--- config.mk ---
export PLATFORM = sky130hd
export DESIGN_NAME = pes_useq
export DESIGN_NICKNAME = d
export VERILOG_FILES = /design/src/sv/pes_pkg.sv /design/src/sv/pes_useq.sv
export SDC_FILE = /design/constraint.sdc
export NUM_CORES = 1
export LEC_CHECK = 0
export ABC_AREA = 1
export ABC_CLOCK_PERIOD_IN_PS = 2100
export BUFFER_PORTS_ARGS = -buffer_cell sky130_fd_sc_hd__buf_2
export CAP_MARGIN = 20
export CORE_AREA = 2 2 39 41
export DETAILED_ROUTE_END_ITERATION = 7
export DIE_AREA = 0 0 41 43
export PLACE_DENSITY_LB_ADDON = 0.25
export SLEW_MARGIN = 0
export SYNTH_ARGS = -nofsm -noshare
export SYNTH_HDL_FRONTEND = slang
export SYNTH_SLANG_ARGS = --single-unit
--- constraint.sdc ---
create_clock -name clk -period 2.1 [get_ports clk]
set_clock_uncertainty 0.1 [all_clocks]
set_input_delay 0.525 -clock clk [delete_from_list [all_inputs] [get_ports clk]]
set_output_delay 0.525 -clock clk [all_outputs]
set_load 0.01 [all_outputs]
--- src/sv/pes_pkg.sv ---
// Package with the shared constants, payload structs and control types of product_except_self.
`default_nettype none

package pes_pkg;

    localparam int MAX_LEN   = 64;
    localparam int WIDTH     = 32;
    localparam int FIELD_W   = 32;
    localparam int CNT_W     = $clog2(MAX_LEN + 1);
    localparam int IDX_W     = (MAX_LEN > 1) ? $clog2(MAX_LEN) : 1;

    typedef struct packed {
        logic signed [FIELD_W-1:0] element_value;
        logic                      element_last;
    } element_t;

    typedef struct packed {
        logic signed [FIELD_W-1:0] product_value;
        logic                      result_last;
        logic                      length_overflow;
    } result_t;

    typedef enum logic [1:0] {
        SEL_A_PREFIX,
        SEL_A_PARTIAL,
        SEL_A_SUFFIX
    } mul_a_sel_t;

    typedef enum logic [1:0] {
        SEL_B_ELEMENT,
        SEL_B_SUFFIX,
        SEL_B_VALUE
    } mul_b_sel_t;

    typedef struct packed {
        logic       busy;
        logic       load;
        logic       suffix_init;
        logic       idx_top;
        logic       idx_clear;
        logic       mem_read;
        logic       partial_write;
        logic       suffix_write;
        logic       idx_dec;
        logic       idx_inc;
        logic       emit;
        logic       clear;
        mul_a_sel_t mul_a;
        mul_b_sel_t mul_b;
    } ctrl_t;

    typedef struct packed {
        logic idx_is_zero;
        logic at_end;
    } status_t;

endpackage

`default_nettype wire

--- src/sv/pes_useq.sv ---
// Microcoded sequencer of product_except_self: step counter, control ROM and jump logic.
`default_nettype none

module pes_useq (
    input  wire logic             clk,
    input  wire logic             rst_n,
    input  wire logic             start,
    input  wire logic             element_last,
    input  pes_pkg::status_t      status,
    output pes_pkg::ctrl_t        ctrl
);
    import pes_pkg::*;

    typedef enum logic [3:0] {
        STEP_IDLE,
        STEP_BINIT,
        STEP_BREAD,
        STEP_BMULP,
        STEP_BMULS,
        STEP_FINIT,
        STEP_FREAD,
        STEP_FEMIT,
        STEP_FDONE
    } step_t;

    typedef enum logic [2:0] {
        COND_NEXT,
        COND_ALWAYS,
        COND_WAIT_LAST,
        COND_IDX_NZ,
        COND_NOT_END
    } cond_t;

    typedef struct packed {
        ctrl_t ctrl;
        cond_t cond;
        step_t target;
    } uword_t;

    function automatic uword_t ucode_rom(input step_t step);
        uword_t w;
        w = '0;
        w.ctrl.busy   = 1'b1;
        w.ctrl.mul_a  = SEL_A_PREFIX;
        w.ctrl.mul_b  = SEL_B_ELEMENT;
        w.cond        = COND_NEXT;
        w.target      = STEP_IDLE;
        unique case (step)
            STEP_IDLE:
            begin
                w.ctrl.busy = 1'b0;
                w.ctrl.load = 1'b1;
                w.cond      = COND_WAIT_LAST;
                w.target    = STEP_IDLE;
            end
            STEP_BINIT:
            begin
                w.ctrl.suffix_init = 1'b1;
                w.ctrl.idx_top     = 1'b1;
            end
            STEP_BREAD:
            begin
                w.ctrl.mem_read = 1'b1;
            end
            STEP_BMULP:
            begin
                w.ctrl.partial_write = 1'b1;
                w.ctrl.mul_a         = SEL_A_PARTIAL;
                w.ctrl.mul_b         = SEL_B_SUFFIX;
            end
            STEP_BMULS:
            begin
                w.ctrl.suffix_write = 1'b1;
                w.ctrl.idx_dec      = 1'b1;
                w.ctrl.mul_a        = SEL_A_SUFFIX;
                w.ctrl.mul_b        = SEL_B_VALUE;
                w.cond              = COND_IDX_NZ;
                w.target            = STEP_BREAD;
            end
            STEP_FINIT:
            begin
                w.ctrl.idx_clear = 1'b1;
            end
            STEP_FREAD:
            begin
                w.ctrl.mem_read = 1'b1;
            end
            STEP_FEMIT:
            begin
                w.ctrl.emit    = 1'b1;
                w.ctrl.idx_inc = 1'b1;
                w.cond         = COND_NOT_END;
                w.target       = STEP_FREAD;
            end
            STEP_FDONE:
            begin
                w.ctrl.clear = 1'b1;
                w.cond       = COND_ALWAYS;
                w.target     = STEP_IDLE;
            end
            default:
            begin
                w.cond   = COND_ALWAYS;
                w.target = STEP_IDLE;
            end
        endcase
        return w;
    endfunction

    step_t  upc_reg;
    step_t  upc_next;
    uword_t uword;
    logic   jump;

    always_comb
    begin
        uword = ucode_rom(upc_reg);
        unique case (uword.cond)
            COND_NEXT:      jump = 1'b0;
            COND_ALWAYS:    jump = 1'b1;
            COND_WAIT_LAST: jump = !(start && element_last);
            COND_IDX_NZ:    jump = !status.idx_is_zero;
            COND_NOT_END:   jump = !status.at_end;
            default:        jump = 1'b1;
        endcase
        upc_next  = jump ? uword.target : step_t'(upc_reg + 4'd1);
        ctrl      = uword.ctrl;
        ctrl.load = uword.ctrl.load && start;
    end

    always_ff @(posedge clk or negedge rst_n)
    begin
        if (!rst_n)
        begin
            upc_reg <= STEP_IDLE;
        end
        else
        begin
            upc_reg <= upc_next;
        end
    end

endmodule

`default_nettype wire

# Word-level counts from Yosys, hierarchy flattened
# Cells that the tools add are included.
# op_classes
n_addsub	1
mul	0
div	0
magnitude_cmp	0
eq_ne	11
n_shift	0
mux	12
n_bitwise	0
reduce_logical	9
# ops
op	count
$pmux W7 S4	1
$eq A4 B3 Y1 const B	4
$eq A4 B2 Y1 const B	2
$mux W2	4
$pmux W4 S2	1
$eq A3 B2 Y1 const B	2
$reduce_or A5 Y1	1
$add A4 B1 Y4 const B	1
$eq A4 B1 Y1 const B	1
$eq A4 B4 Y1 const B	1
$logic_not A4 Y1	1
$mux W1	4
$mux W4	1
$pmux W1 S4	1
$eq A3 B3 Y1 const B	1
$logic_not A1 Y1	3
$logic_not A3 Y1	1
$logic_and A1 B1 Y1	2
$reduce_or A2 Y1	1
# totals
regBits	4
latchBits	0
ramBits	0
mem_bits_ro	0
in_bits	6
output_inout_bits	16
n_memories	0

# Longest topological paths before layout
# Gate-level depths: netlist of run 1.
# depth
ltp_word	6
depth_mapped	9

# Least setup slack after synthesis of run 1
# Ideal clock, no wire load.
# synth_path
path_type	reg-to-output
startpoint	reg upc_reg[1]
endpoint	out ctrl[13] (netlist name)
arrival_time_ps	1165
required_ps	1475
slack_ps	310
path_stages_with_launch	6
n_path_buf	1
cell_sequence	dfrtp_1 -> inv_1 -> ha_1 -> inv_1 -> nor3_1 -> buf_4
# synth_lines
element	line	text
start, declared	pes_useq.sv:110	step_t upc_reg;
start signal, assigned	pes_useq.sv:139	upc_reg <= upc_next;
end, declared	pes_useq.sv:10	output pes_pkg::ctrl_t ctrl

==> metrics.md, run 1 <==
| Metric | Value |
|---|---|
| Outcome | `finished, final reports clean` |
| Data required, critical path | `1.47 ns` |
| Hold_ws | `0.4152 ns` |
| Antenna violations before repair | `0` |
| Hold path startpoint | `upc_reg[0]` |
| Number of search-and-repair iterations in the first detailed-routing pass | `3` |
| Routed Wire Length | `between 700 and 800 um` |
| Worst flop-to-flop path endpoint | `upc_reg[1]` |
| Drc violations | `0` |
| Fmax achieved | `slightly above 500 MHz` |
| Vias in the first global route | `315` |
| Switching Share | `46.35%` |
| Hold Path End | `upc_reg[0]` |
| R2R depth | `7` |
| Boundary Pins | `22` |
| Number of buffers added by the clock tree synthesis step | `3` |
| Power spent charging and discharging nets | `0.2631 mW` |
| Total number of H-tree levels | `1` |
| PortBufs | `21` |
| Die width | `41 um` |
| Class of the tightest hold or removal check | `reg -> reg` |
| Number of library cell types mapped by synthesis | `16` |
| Class of the most critical setup path | `reg -> out` |
| Hold depth | `1` |
| TritonCTS clock tree | `built` |
| Count of max-cap constraint violations | `0` |
| Internal portion of total power | `0.3045 mW` |
| DIE AREA | `approximately 1800 um^2` |
| R2R setup slack | `about 0.70 ns` |
| Clk sinks | `4` |
| Root buf cell | `sky130_fd_sc_hd__clkbuf_4` |
| R2r startpoint | `upc_reg[0]` |
| Placement row count | `14` |
| P&R area growth vs syn | `24.86%` |
| Cell count after placement | `90` |
| Via density per instance | `4.298` |
| Global-route wire length before repair | `about 1200 um` |
| Number of design-rule violations left by the first detailed-router iteration | `6` |
| Yosys Warn Count | `0` |
| Synthesized instance count | `59` |
| Netlist area before placement | `447.9 um^2` |
| Post-DR wirelength/cell | `8.309 um` |
| NumNets Final | `90` |
| Crit Path Max Fanout | `5` |
| Worst-case clock buffer depth | `2` |
| Relative slew margins | `74.15%` |
| Power per cell area | `about 1000 nW/um^2` |
| Count of inserted antenna diode cells | `0` |
| Final estimated routing congestion in global placement | `approximately 0.75` |
| Startpoint types | `flop` |
| Largest register FFs | `4` |
| Total setup violations reported at the end of the flow | `0` |
| Proportion of power drawn by flip-flops and latches | `between 20% and 30%` |
| Highest ir drop seen on vdd | `0.0004092 V` |
| Static power due to leakage | `~0.36 nW` |
| Seq/Total Area, Yosys | `between 20% and 30%` |
| Final max-slew violation count | `0` |
| Post-route insts no fill | `94` |
| Fin crit share | `a little over nine tenths` |
| Post-CTS setup buffer count | `0` |
| Total GRT Usage | `between 10% and 20%` |
| Clock network fraction of design power | `between 10% and 20%` |
| Chip Height | `43 um` |
| Register clock-pin slew on the reported worst setup and hold paths | `0.03 ns` |
| Later-pin clock latency in the skew report | `0.23 ns` |
| DR vias | `404` |
| Flops & latches, synth | `4` |
| Net count of the mapped netlist | `69` |
| Initial core utilization | `32.37%` |
| Data arrival, critical path | `1.36 ns` |
| HPWL reported at the end of detailed placement | `approximately 650 um` |
| Global-route congestion overflow total | `0` |
| Pin count of the biggest net entering global routing | `10` |
| Post-DRT Antenna Nets | `0` |
| Type of destination of the critical path | `primary output` |
| Mean cell area of the mapped netlist | `7.592 um^2` |
| Fin crit period | `slightly below 2 ns` |
| Core Box Area | `about 1400 um^2` |
| Least-Margin Pin Slew | `0.3877 ns` |
| Count of final hold-check violations | `0` |
| Part of the total power dissipated in combinational logic | `~62%` |
| Share of post-route cells with drive strength above 1 | `44.87%` |
| Unrepaired setup endpoints after global routing | `false` |
| Power after layout | `0.5677 mW` |
| Setup TNS | `0 ns` |
-- power groups by stage --
stage	Sequential (mW)	Combinational [mW]	Clock, mW
finish	0.125	0.352	0.0914
global route	0.128	0.398	0.106
CTS	0.124	0.356	0.0976
detailed placement	0.126	0.353	0
global placement	0.124	0.357	0
floorplan	0.111	0.298	0
-- kinds of logic after synthesis --
group	count (synthesis)	synth area share [%]
simple gates	32	44.13
buf+inv	19	22.35
flops	4	22.35
fa+ha+maj	4	11.17
-- cells in the final DEF, fill, tap and decap left out, drive strengths merged --
| cell type | count |
|---|---|
| ha | 4 |
| nand4 | 2 |
| nor3 | 3 |
| nand3 | 9 |
| inv | 13 |
| dlygate4sd3 | 1 |
| nand2 | 11 |
| nor2 | 7 |
| dfrtp | 4 |
| clkbuf | 3 |
| buf | 21 |
-- worst max-delay path by stage --
| stage | endpoint | cells past startpoint | slack [ns] | start |
|---|---|---|---|---|
| final | ctrl[4] | 5 | 0.11 | upc_reg[0] |
| after global routing | ctrl[4] | 5 | 0.03 | upc_reg[0] |
| after CTS | ctrl[4] | 5 | 0.03 | upc_reg[0] |
| after detailed placement | ctrl[4] | 5 | 0.28 | upc_reg[0] |
| after global placement | ctrl[4] | 5 | 0.35 | upc_reg[0] |
| after floorplan | ctrl[13] | 5 | 0.31 | upc_reg[1] |
-- routing by layer --
| layer | GRT usage, % | share of wire (%) | vias up |
|---|---|---|---|
| met1 | 13.36 | 46 | 176 |
| met2 | 14.37 | 47 | 11 |
| met5 | 0 | 0 | - |
| li1 | - | - | 217 |
| met3 | 3.141 | 6.1 | 0 |
| met4 | 6.000 | 0 | 0 |
-- area by class of cell --
cell class                 count  area [um^2]
sequential                     4        100.1
fill                         154        824.5
inverter                      13        51.30
timing repair buffer          22        115.1
tap                           16        20.02
clock buffer                   3        22.52
multi-input combinational     36        250.2
-- synthesized netlist by cell type --
| library cell | count | share of area [%] |
|---|---|---|
| sky130_fd_sc_hd__inv_1 | 10 | 8.4 |
| sky130_fd_sc_hd__nand2_1 | 9 | 7.5 |
| sky130_fd_sc_hd__nor2_1 | 7 | 5.9 |
| sky130_fd_sc_hd__buf_4 | 5 | 8.4 |
| sky130_fd_sc_hd__dfrtp_1 | 4 | 22 |
| sky130_fd_sc_hd__ha_1 | 4 | 11 |
| sky130_fd_sc_hd__nand3_1 | 4 | 4.5 |
| sky130_fd_sc_hd__nand3_4 | 3 | 12 |
| sky130_fd_sc_hd__nor3_1 | 3 | 3.4 |
| sky130_fd_sc_hd__inv_2 | 2 | 1.7 |
| sky130_fd_sc_hd__nand3_2 | 2 | 4.5 |
| sky130_fd_sc_hd__nand4_1 | 2 | 2.8 |
| sky130_fd_sc_hd__buf_6 | 1 | 2.5 |
| sky130_fd_sc_hd__inv_4 | 1 | 1.4 |
| sky130_fd_sc_hd__nand2_2 | 1 | 1.4 |
| sky130_fd_sc_hd__nand2_4 | 1 | 2.5 |
-- metrics by stage --
step           worst slack (ns)  util, %  area [um^2]
6_report                 0.1108    40.42        559.3
5_1_grt                 0.02601    40.42        559.3
4_1_cts                 0.03134    40.24        556.8
3_5_place_dp             0.2839    37.88        524.3
3_3_place_gp             0.3465    37.88        524.3
2_1_floorplan            0.3101        -        447.9
-- critical path: stages, from the launching register on --
cell	delay [ns]
sky130_fd_sc_hd__dfrtp_1	0.42
sky130_fd_sc_hd__inv_1	0.10
sky130_fd_sc_hd__ha_2	0.24
sky130_fd_sc_hd__inv_1	0.09
sky130_fd_sc_hd__nor3_1	0.13
sky130_fd_sc_hd__buf_2	0.15
-- timing repair --
item,in CTS,in global routing
gates resized for setup,0,1
endpoints found under the setup margin,0,5
endpoints found under the hold margin,4,0
hold buffers,1,0
No activity file was read; power rests on OpenSTA's default activity.
==> run 2, diff against run 1 <==
--- a/config.mk
+++ b/config.mk
@@ -10,9 +10,9 @@
 export BUFFER_PORTS_ARGS = -buffer_cell sky130_fd_sc_hd__buf_2
 export CAP_MARGIN = 20
 export CORE_AREA = 2 2 39 41
+export CTS_CLUSTER_SIZE = 12
 export DETAILED_ROUTE_END_ITERATION = 7
 export DIE_AREA = 0 0 41 43
-export PLACE_DENSITY_LB_ADDON = 0.25
 export SLEW_MARGIN = 0
 export SYNTH_ARGS = -nofsm -noshare
 export SYNTH_HDL_FRONTEND = slang
==> run 2 against run 1 <==
Effect of this change: critical endpoint unchanged; critical path depth is the same; flip-flop and latch count unchanged; global-route usage increased by 0.30 points; via count is 2.0% higher; highest routed layer unchanged; sequential share of layout area fell by 0.16 points; power grew 2.2%; cell area increased by 0.89%; worst hold slack improved by 0.011 ns; first-iteration DRC count rose by 130%; setup slack got worse by 0.022 ns.
==> metrics.md, run 2 (synthesized netlist as in run 1, its figures left out) <==
| Metric | Value |
|---|---|
| Via density per instance | `4.383 (was 4.298)` |
| HPWL reported at the end of detailed placement | `686.4 um (was 647.2 um)` |
| Total setup violations reported at the end of the flow | `0 (unchanged)` |
| Static power due to leakage | `0.3617 nW (was 0.3614 nW)` |
| R2R setup slack | `0.69 ns (was 0.70 ns)` |
| Total number of H-tree levels | `1 (unchanged)` |
| Count of max-cap constraint violations | `0 (unchanged)` |
| Final estimated routing congestion in global placement | `0.7604 (was 0.7525)` |
| TritonCTS clock tree | `built (unchanged)` |
| Routed Wire Length | `898 um (was 781 um)` |
| Worst-case clock buffer depth | `2 (unchanged)` |
| Core Box Area | `1384 um^2 (unchanged)` |
| Sequential cell area | `100.1 um^2 (unchanged)` |
| PortBufs | `21 (unchanged)` |
| Class of the tightest hold or removal check | `reg -> reg (unchanged)` |
| Data required, critical path | `1.47 ns (about the same)` |
| Fin crit period | `2.011 ns (was 1.989 ns)` |
| Worst setup path end | `ctrl[4] (unchanged)` |
| Number of buffers added by the clock tree synthesis step | `3 (unchanged)` |
| Post-CTS setup buffer count | `0 (unchanged)` |
| Final max-slew violation count | `0 (unchanged)` |
| Later-pin clock latency in the skew report | `0.23 ns (about the same)` |
| Count of inserted antenna diode cells | `0 (unchanged)` |
| Fin crit share | `95.79% (was 94.73%)` |
| Chip Height | `43 um (unchanged)` |
| Relative slew margins | `73.20% (was 74.15%)` |
| Post-route insts no fill | `94 (unchanged)` |
| Post-DR wirelength/cell | `9.553 um (was 8.309 um)` |
| Outcome | `finished, final reports clean (unchanged)` |
| Start point of the critical path | `upc_reg[0] (unchanged)` |
| Root buf cell | `sky130_fd_sc_hd__clkbuf_4 (unchanged)` |
| Share of post-route cells with drive strength above 1 | `46.15% (was 44.87%)` |
| Boundary Pins | `22 (unchanged)` |
| Power after layout | `0.5799 mW (was 0.5677 mW)` |
| Crit Path Max Fanout | `5 (unchanged)` |
| DR vias | `412 (was 404)` |
| Power per cell area | `1028 nW/um^2 (was 1015 nW/um^2)` |
| Number of search-and-repair iterations in the first detailed-routing pass | `4 (was 3)` |
| Die width | `41 um (unchanged)` |
| Initial core utilization | `32.37% (unchanged)` |
| Type of destination of the critical path | `primary output (unchanged)` |
| Setup TNS | `0 ns (unchanged)` |
| Register clock-pin slew on the reported worst setup and hold paths | `0.04 ns (was 0.03 ns)` |
| Unrepaired setup endpoints after global routing | `false (unchanged)` |
| Clk sinks | `4 (unchanged)` |
| DIE AREA | `1763 um^2 (unchanged)` |
| Hold path startpoint | `upc_reg[0] (unchanged)` |
| Top library cells by usage in the layout, fill and taps aside | `sky130_fd_sc_hd__buf_2, sky130_fd_sc_hd__inv_1, sky130_fd_sc_hd__nand2_1 (unchanged)` |
| Total area of multi-input combinational cells | `255.2 um^2 (was 250.2 um^2)` |
| NumNets Final | `90 (unchanged)` |
| Vias in the first global route | `311 (was 315)` |
| Number of design-rule violations left by the first detailed-router iteration | `14 (was 6)` |
| Global-route congestion overflow total | `0 (unchanged)` |
| R2r startpoint | `upc_reg[0] (unchanged)` |
| Count of final hold-check violations | `0 (unchanged)` |
| Drc violations | `0 (unchanged)` |
| Worst flop-to-flop path endpoint | `upc_reg[2] (was upc_reg[1])` |
| Highest ir drop seen on vdd | `0.0004103 V (was 0.0004092 V)` |
| Fillcell total | `148 (was 154)` |
| Least-Margin Pin Slew | `0.4019 ns (was 0.3877 ns)` |
| Most common cell after layout, fill and taps aside | `sky130_fd_sc_hd__buf_2 (unchanged)` |
| Total GRT Usage | `10.58% (was 10.28%)` |
| Largest register FFs | `4 (unchanged)` |
| R2R depth | `7 (unchanged)` |
| Cell count after placement | `90 (unchanged)` |
| Startpoint types | `flop (unchanged)` |
| Fmax achieved | `497.1 MHz (was 502.7 MHz)` |
| Global-route wire length before repair | `1242 um (was 1214 um)` |
| Post-DRT Antenna Nets | `0 (unchanged)` |
| Class of the most critical setup path | `reg -> out (unchanged)` |
| Data arrival, critical path | `1.39 ns (was 1.36 ns)` |
| Placement row count | `14 (unchanged)` |
| Hold depth | `1 (unchanged)` |
| P&R area growth vs syn | `25.98% (was 24.86%)` |
| Pin count of the biggest net entering global routing | `10 (unchanged)` |
| Antenna violations before repair | `0 (unchanged)` |
==> run 2: cell types whose count changed in the layout (fill, tap and decap cells not counted) <==
cell / before / now
sky130_fd_sc_hd__nand3_1: 4 / 3
sky130_fd_sc_hd__nand3_2: 2 / 3
==> run 2: how the worst min path moves through the flow <==
stage            endpoint  slack [ns]
5_1_grt        upc_reg[0]        0.44
6_report       upc_reg[0]        0.43
3_5_place_dp   upc_reg[3]        0.23
3_3_place_gp   upc_reg[3]        0.23
2_1_floorplan  upc_reg[0]        0.13
4_1_cts        upc_reg[0]        0.41
==> run 2: repair_timing <==
| action | CTS | global route |
|---|---|---|
| endpoints found under the setup margin | 0 | 6 |
| hold buffers | 1 | 0 |
| hold endpoints to repair | 4 | 0 |
| resized for setup | 0 | 2 |
==> run 2: final cells by class <==
| class | instances | share of cell area, % |
|---|---|---|
| repair buffers | 22 | 20.40 |
| flip-flops and latches | 4 | 17.74 |
| inverters | 13 | 9.091 |
| multi-input cells | 36 | 45.23 |
| clock buffers | 3 | 3.991 |
| well taps | 16 | 3.548 |
==> run 2: critical path, cell delays in order, from the launching register on <==
cell and delay (ns):
sky130_fd_sc_hd__dfrtp_1 0.43, sky130_fd_sc_hd__inv_1 0.11, sky130_fd_sc_hd__ha_2 0.24, sky130_fd_sc_hd__inv_1 0.10, sky130_fd_sc_hd__nor3_1 0.12, sky130_fd_sc_hd__buf_2 0.15
==> run 2: metal layers <==
| metal | GRT usage [%] | up-vias | wire, um |
|---|---|---|---|
| met5 | 0 | - | 0 |
| met4 | 8.000 | 0 | 0 |
| met3 | 1.571 | 0 | 61 |
| met2 | 14.69 | 17 | 458 |
| met1 | 14.01 | 177 | 379 |
| li1 | - | 218 | - |
==> run 2: through the flow <==
stage / instance area [um^2] / hold slack [ns] / worst slack, ns / utilization [%]
after floorplan: 447.9 / 0.1294 / 0.3101 / -
after global placement: 524.3 / 0.2316 / 0.3475 / 37.88
after detailed placement: 524.3 / 0.2319 / 0.3195 / 37.88
after CTS: 556.8 / 0.4147 / 0.06402 / 40.24
after global routing: 564.3 / 0.4440 / 0.01261 / 40.78
final: 564.3 / 0.4264 / 0.08850 / 40.78
==> run 2: where the power goes <==
group | switching [mW] | internal (mW) | leakage (nW) | total [mW]
logic | 0.215 | 0.146 | 0.294 | 0.361
registers | 0.0304 | 0.0954 | 0.0539 | 0.126
clock network | 0.0297 | 0.0638 | 0.0138 | 0.0935
total | 0.275 | 0.305 | 0.362 | 0.580
